File: config.mk
export PLATFORM = sky130hd
export DESIGN_NAME = bm3_window
export DESIGN_NICKNAME = d
export VERILOG_FILES = /design/src/design/bm3_pkg.sv /design/src/design/bm3_window.sv
export SDC_FILE = /design/constraint.sdc
export NUM_CORES = 1
export LEC_CHECK = 0
export BUFFER_PORTS_ARGS = -buffer_cell sky130_fd_sc_hd__buf_2
export CORE_MARGIN = 2
export CORE_UTILIZATION = 50
export CTS_BUF_LIST = sky130_fd_sc_hd__clkbuf_8
export DETAILED_ROUTE_END_ITERATION = 16
export PLACE_DENSITY = 0.74
export SLEW_MARGIN = 10
export SYNTH_ARGS = -nofsm -noshare
export SYNTH_HDL_FRONTEND = slang
export SYNTH_SLANG_ARGS = --single-unit
File: constraint.sdc
create_clock -name clk -period 6.2 [get_ports clk]
set_input_delay 0 -clock clk [delete_from_list [all_inputs] [get_ports clk]]
set_output_delay 0 -clock clk [all_outputs]
set_load 0.01 [all_outputs]
File: src/design/bm3_pkg.sv
package bm3_pkg;

  // Input opcodes.
  localparam logic OP_PIXEL = 1'b0;
  localparam logic OP_FLUSH = 1'b1;

  // Configuration register indexes.
  localparam int  CFG_INDEX_BITS   = 1;
  localparam logic [CFG_INDEX_BITS-1:0] REG_FRAME_WIDTH  = 1'b0;
  localparam logic [CFG_INDEX_BITS-1:0] REG_FRAME_HEIGHT = 1'b1;

  // Configuration data width and frame size limits.
  localparam int CFG_BITS     = 11;
  localparam int FRAME_MIN    = 3;
  localparam int WIDTH_RESET  = 640;
  localparam int HEIGHT_RESET = 480;

  // Per-item control that travels with the pixel column through the window.
  typedef struct packed {
    logic emit0;   // the item produces the pixel left of center
    logic emit1;   // the item also produces the last pixel of the row
    logic border;  // the first result is a border pixel and passes through
    logic eof;     // the second result closes the frame
  } bm3_ctrl_t;

  // Result pushes from the window datapath into the output queue.
  typedef struct packed {
    logic push0;
    logic push1;
    logic eof;
  } bm3_push_t;

endpackage

File: src/design/bm3_window.sv
module bm3_window
  import bm3_pkg::*;
#(
  parameter int PIXEL_BITS = 8
) (
  input  logic                  clk,
  input  logic                  rst,
  input  logic                  clear,
  input  logic                  in_valid,
  input  bm3_ctrl_t             in_ctrl,
  input  logic [PIXEL_BITS-1:0] top_px,
  input  logic [PIXEL_BITS-1:0] mid_px,
  input  logic [PIXEL_BITS-1:0] bot_px,
  output logic [1:0]            busy,
  output bm3_push_t             push,
  output logic [PIXEL_BITS-1:0] val0,
  output logic [PIXEL_BITS-1:0] val1
);

  // Sum of nine pixels and the reciprocal multiply that divides it by nine.
  localparam int SW        = PIXEL_BITS + 4;
  localparam int DIV_SHIFT = SW + 4;
  localparam int RECIP     = ((1 << DIV_SHIFT) + 8) / 9;
  localparam int PW        = SW + DIV_SHIFT;

  logic [PIXEL_BITS-1:0] win [3][3];
  logic                  s2_valid;
  bm3_ctrl_t             s2_ctrl;
  logic [SW-1:0]         sum_next;
  logic                  s3_valid;
  bm3_ctrl_t             s3_ctrl;
  logic [SW-1:0]         s3_sum;
  logic [PIXEL_BITS-1:0] s3_center;
  logic [PIXEL_BITS-1:0] s3_right;
  logic [PW-1:0]         prod;
  logic [PIXEL_BITS-1:0] quot;

  // Window: shift one column left and load the new column on the right.
  always_ff @(posedge clk) begin
    if (rst || clear) begin
      for (int r = 0; r < 3; r++) begin
        for (int c = 0; c < 3; c++) begin
          win[r][c] <= '0;
        end
      end
    end else if (in_valid) begin
      for (int r = 0; r < 3; r++) begin
        win[r][0] <= win[r][1];
        win[r][1] <= win[r][2];
      end
      win[0][2] <= top_px;
      win[1][2] <= mid_px;
      win[2][2] <= bot_px;
    end
  end

  // Stage two control follows the window load.
  always_ff @(posedge clk) begin
    if (rst) begin
      s2_valid <= 1'b0;
      s3_valid <= 1'b0;
    end else begin
      s2_valid <= in_valid;
      s3_valid <= s2_valid;
    end
  end

  always_ff @(posedge clk) begin
    s2_ctrl <= in_ctrl;
  end

  // Neighborhood sum over the nine window pixels.
  always_comb begin
    sum_next = '0;
    for (int r = 0; r < 3; r++) begin
      for (int c = 0; c < 3; c++) begin
        sum_next = sum_next + SW'(win[r][c]);
      end
    end
  end

  always_ff @(posedge clk) begin
    s3_ctrl   <= s2_ctrl;
    s3_sum    <= sum_next;
    s3_center <= win[1][1];
    s3_right  <= win[1][2];
  end

  // Divide by nine: multiply by the rounded-up reciprocal and drop the fraction.
  assign prod = PW'(s3_sum) * PW'(RECIP);
  assign quot = prod[DIV_SHIFT +: PIXEL_BITS];

  assign push.push0 = s3_valid && s3_ctrl.emit0;
  assign push.push1 = s3_valid && s3_ctrl.emit1;
  assign push.eof   = s3_ctrl.eof;
  assign val0       = s3_ctrl.border ? s3_center : quot;
  assign val1       = s3_right;
  assign busy       = {s3_valid, s2_valid};

  // The row's last pixel never comes without the pixel before it.
  a_push_order: assert property (@(posedge clk) disable iff (rst)
    push.push1 |-> push.push0)
    else $error("second result pushed without the first");

  // End of frame only marks a row's closing pixel.
  a_eof_last: assert property (@(posedge clk) disable iff (rst)
    (s3_valid && s3_ctrl.eof) |-> s3_ctrl.emit1)
    else $error("end of frame on an item without a closing pixel");

  // A restart leaves the window center at zero.
  a_clear: assert property (@(posedge clk) disable iff (rst)
    clear |=> (win[1][1] == '0 && win[1][2] == '0))
    else $error("window not cleared on restart");

endmodule

# --- Yosys cells after proc, flatten, opt, wreduce, memory -nomap -nowiden ---
# Memory sizes are Yosys's and may differ from the RTL's.
# Cells that the tools add are included.
word_totals:
  memories: 1
  rom_bits: 0
  output_inout_bits: 21
  latch_bits: 0
  inputBits: 32
  ram_bits: 72
  reg_bits: 38
memory_table:
  columns: ["name", "words", "word_bits", "rd", "rd_clocked_by_memory_dff", "write_ports", "line", "text"]
  rows:
  - ["win", 3, 24, 3, 0, 3, "bm3_window.sv:26", "logic [PIXEL_BITS-1:0] win [3][3];"]
classes:
  n_lt_le_gt_ge: 0
  mux: 15
  reduce_logical: 3
  eq_ne: 0
  n_bitwise: 9
  add_sub_neg: 8
  div_mod_pow: 0
  n_mul: 1
  n_shift: 0
op_table:
  columns: ["operator", "n"]
  rows:
  - ["$mux W8", 10]
  - ["$add A12 B8 Y12", 4]
  - ["$mul A12 B12 Y23 const B", 1]
  - ["$add A11 B8 Y12", 1]
  - ["$add A10 B8 Y11", 1]
  - ["$add A9 B8 Y10", 1]
  - ["$add A8 B8 Y9", 1]
  - ["$or A1 B1 Y1", 9]
  - ["$mux W1", 5]
  - ["$logic_and A1 B1 Y1", 2]
  - ["$logic_or A1 B1 Y1", 1]

# --- Depth between registers and ports, before layout ---
# An unclocked memory read counts as a cell.
depth:
  ltp_word: 9
  depth_mapped: 17

# --- Worst setup path before layout ---
# OpenSTA, ideal clock, no wires.
synth_timing:
  path_kind: "register to output"
  startpoint: "register s3_sum[9]"
  endpoint: "output val0[2]"
  setup_slack_ps: 1898
  path_stages_with_launch: 17
  arrival_time_ps: 4302
  n_path_buf: 0
  path_cell_list: "dfxtp_1 > fa_1 > ha_1 > inv_1 > fa_1 > inv_1 > fa_1 > inv_1 > fa_1 > inv_1 > ha_1 > a2111oi_2 > o21ai_1 > o211ai_2 > a21boi_2 > or4b_1 > nand3_1"
synth_between:
  elab_chain_cells: 2
synth_rtl:
  columns: ["element", "line", "text"]
  rows:
  - ["from (decl)", "bm3_window.sv:32", "logic [SW-1:0] s3_sum;"]
  - ["from (signal assigned)", "bm3_window.sv:84", "s3_sum <= sum_next;"]
  - ["$mul A12 B12 Y23", "bm3_window.sv:90", "assign prod = PW'(s3_sum) * PW'(RECIP);"]
  - ["$mux W8", "bm3_window.sv:96", "assign val0 = s3_ctrl.border ? s3_center : quot;"]
  - ["to (decl)", "bm3_window.sv:16", "output logic [PIXEL_BITS-1:0] val0,"]
# Every way passes these cells.

# --- Final worst setup path ---
layout_timing:
  startpoint: "register s3_sum[9]"
  endpoint: "output val0[7]"
# Same word-level chain as after synthesis.

==> results by group <==
Outcome
  – Status: complete, no violations

Cells and area
  – Layout fillers: 1176
  – Commonest non-fill, non-tap cell in the layout: inv_1
  – Ant diodes: 0
  – Fin nets: 887
  – P&R area growth vs syn: 12.9%
  – Share of layout cells above drive strength 1: 0.112
  – Commonest cells after routing, fill and taps aside: 117 x inv_1, 83 x fa_1, 80 x ha_1

Synth
  – Asr flop ratio synth: 0
  – FF+latch count, synth: 110
  – Synth Flop Type: edfxtp_1
  – Register area share after synthesis: 0.396
  – Synth cell types: 46
  – Syn_nets: 806
  – Mapped cell area: 7380 um^2
  – Syn. warnings: 0
  – Syn Area/Cell: 12.1 um^2
  – Post-Synthesis Cells: 611
  – Number of flops mapped to enable cells by yosys: 72

Floorplan
  – Die ar.: 15800 um^2
  – Die width: 126 um
  – Starting Density: 0.510
  – Die height: 126 um
  – I/O pin count: 53
  – CORE AREA: 14500 um^2
  – Row cnt: 44

Route
  – Final ANT Viol Nets: 0
  – DR vias: 4354
  – Total routed wirelength: 12.6 mm
  – TritonRoute pass-1 iters: 4
  – Remaining DRCs: 0
  – DR iter-0 viols: 233
  – WL/cell: 14.3 um
  – Vias per cell: 4.94

Critical path
  – CP Launch Type: register
  – WP data arrival: 5.04 ns
  – Flop2flop setup slack: 1.67 ns
  – CP Data Required Time: 6.20 ns
  – Critical Path Fanout Max: 5
  – Crit Path Category: register to output port
  – Crit path from: s3_sum[9]
  – Worst setup EP type: output port
  – Worst R2R Start: win[0][26]
  – Reg2Reg Depth: 15

Global routing
  – Largest net degree at the start of global routing: 73
  – Global route overflow: 0
  – Vias in the first global route: 4716
  – Total track usage: 0.169
  – First-pass GRT wire length: 21.4 mm
  – Antenna violations before repair: 0

CTS
  – Clock Latency Late Sink: 0.37 ns
  – Max H-tree Level: 3
  – Clock Path Buffers: 2
  – Post-CTS Setup Bufs: 0
  – CTS Root Cell: clkbuf_8
  – CTS tree: built
  – Clk sinks: 110
  – Worst-path clk slew: 0.10 ns
  – CTS Buf Count: 9

Timing
  – Tightest Pin Transition: 0.734 ns
  – Final Critical Period: 5.04 ns
  – Slew HR: 0.511
  – Worst-case clock skew: 0.00899 ns
  – Setup-failing EPs final: 0
  – Unrepaired setup endpoints after global routing: false
  – Total negative slack: 0 ns
  – FMAX: 198 MHz
  – Final slew viol count: 0
  – Part of the cycle the worst path needs: 0.814
  – Final number of hold-violating endpoints: 0

Worst hold path
  – Hold Crit Depth: 2
  – Hold wc startpoint: in_ctrl[0]
  – Hold/Removal Path Class: input pin to register

Place
  – Input/output buffers: 52
  – Post-DP HPWL: 9.94 mm
  – Gpl congestion: 0.884

Job
  – Maxcap violations: 0
## cells in the mapped netlist, types with 2 or more instances
cell type | count | share of area
ha_1 | 80 | 0.14
or3_1 | 2 | 0.0017
o21ai_0 | 15 | 0.010
nand4_1 | 3 | 0.0025
and2_1 | 74 | 0.063
a2111oi_2 | 2 | 0.0041
a211oi_1 | 3 | 0.0030
o21ai_1 | 2 | 0.0014
buf_4 | 3 | 0.0030
inv_1 | 117 | 0.059
nor2b_1 | 2 | 0.0017
fa_1 | 83 | 0.23
o211ai_1 | 3 | 0.0030
nor3_1 | 5 | 0.0034
nand3_1 | 4 | 0.0027
nor3b_1 | 3 | 0.0030
xnor2_1 | 12 | 0.014
nand2_1 | 22 | 0.011
a21oi_1 | 10 | 0.0068
o41ai_1 | 2 | 0.0024
nor2_1 | 11 | 0.0056
a31oi_1 | 4 | 0.0034
clkbuf_1 | 10 | 0.0051
dfxtp_1 | 38 | 0.10
o21a_1 | 3 | 0.0030
a21o_1 | 5 | 0.0051
edfxtp_1 | 72 | 0.29
xor2_1 | 3 | 0.0036
## final timing paths
path	endpoint
max	val0[7]
min	s2_ctrl[0]
max reg2reg	s3_sum[10]
min reg2reg	push[0]
## cells by family (layout without fill, tap and decap cells)
family,Yosys count,count (layout),synth area share
and+or+nand+nor,132,132,0.101
xor gates and xnor gates,15,15,0.0178
DFF,110,110,0.396
buffers and inverters,131,217,0.0683
AOI/OAI and AO/OA,59,59,0.0549
muxes,1,1,0.00136
adders and majority gates,163,163,0.361
## stage by stage
step           cell area [um^2]  instances   util  worst slack [ns]  hold WS [ns]
2_1_floorplan              7380        611      -              1.90        0.0277
3_3_place_gp               7830        835  0.541              1.65         0.103
3_5_place_dp               7830        835  0.541              1.57         0.104
4_1_cts                    8340        881  0.576              1.13         0.223
5_1_grt                    8340        881  0.576             0.799         0.250
6_report                   8340        881  0.576              1.16         0.252
## registers in the layout, summed over array words and instances (netlist names)
signal     cells
push           1
s2_ctrl        4
s2_valid       1
s3_center      8
s3_ctrl        3
s3_sum        12
s3_valid       1
val1           8
win           72
## repair_timing
| item | CTS | global route |
|---|---|---|
| endpoints found under the setup margin | 0 | 0 |
| endpoints found under the hold margin | 30 | 0 |
| hold buffers | 30 | 0 |
| gates resized for setup | 0 | 0 |
## per-layer routing
layer  up-vias  wire length [um]  track usage
met5         -                 0            0
met4         0               221       0.0490
met3        14               319       0.0287
met2        65              6230        0.290
met1      2132              5800        0.222
li1       2143                 -            -
## cell type report
type / instances / area (um^2) / area share
Clock buffer: 9 / 124 / 0.0149
Clock inverter: 7 / 82.6 / 0.00990
Inverter: 117 / 439 / 0.0527
Multi-Input combinational cell: 370 / 3960 / 0.475
Sequential cell: 110 / 2920 / 0.351
Tap cell: 184 / 230 / 0.0276
Timing Repair Buffer: 84 / 576 / 0.0690
## critical path, stage by stage (launching register included)
cell and delay (ns):
dfxtp_1 0.48, fa_1 0.47, ha_1 0.31, inv_1 0.06, fa_1 0.54, inv_1 0.05, fa_1 0.50, inv_1 0.05
fa_1 0.53, inv_1 0.04, ha_1 0.35, nand3_1 0.09, nor2_1 0.22, nand3_2 0.15, a211oi_1 0.38, o311ai_0 0.18
o211ai_1 0.12, buf_2 0.16
Power is not shown: default switching activity piles up to over one toggle a cycle in this logic, so the estimate is an artifact.
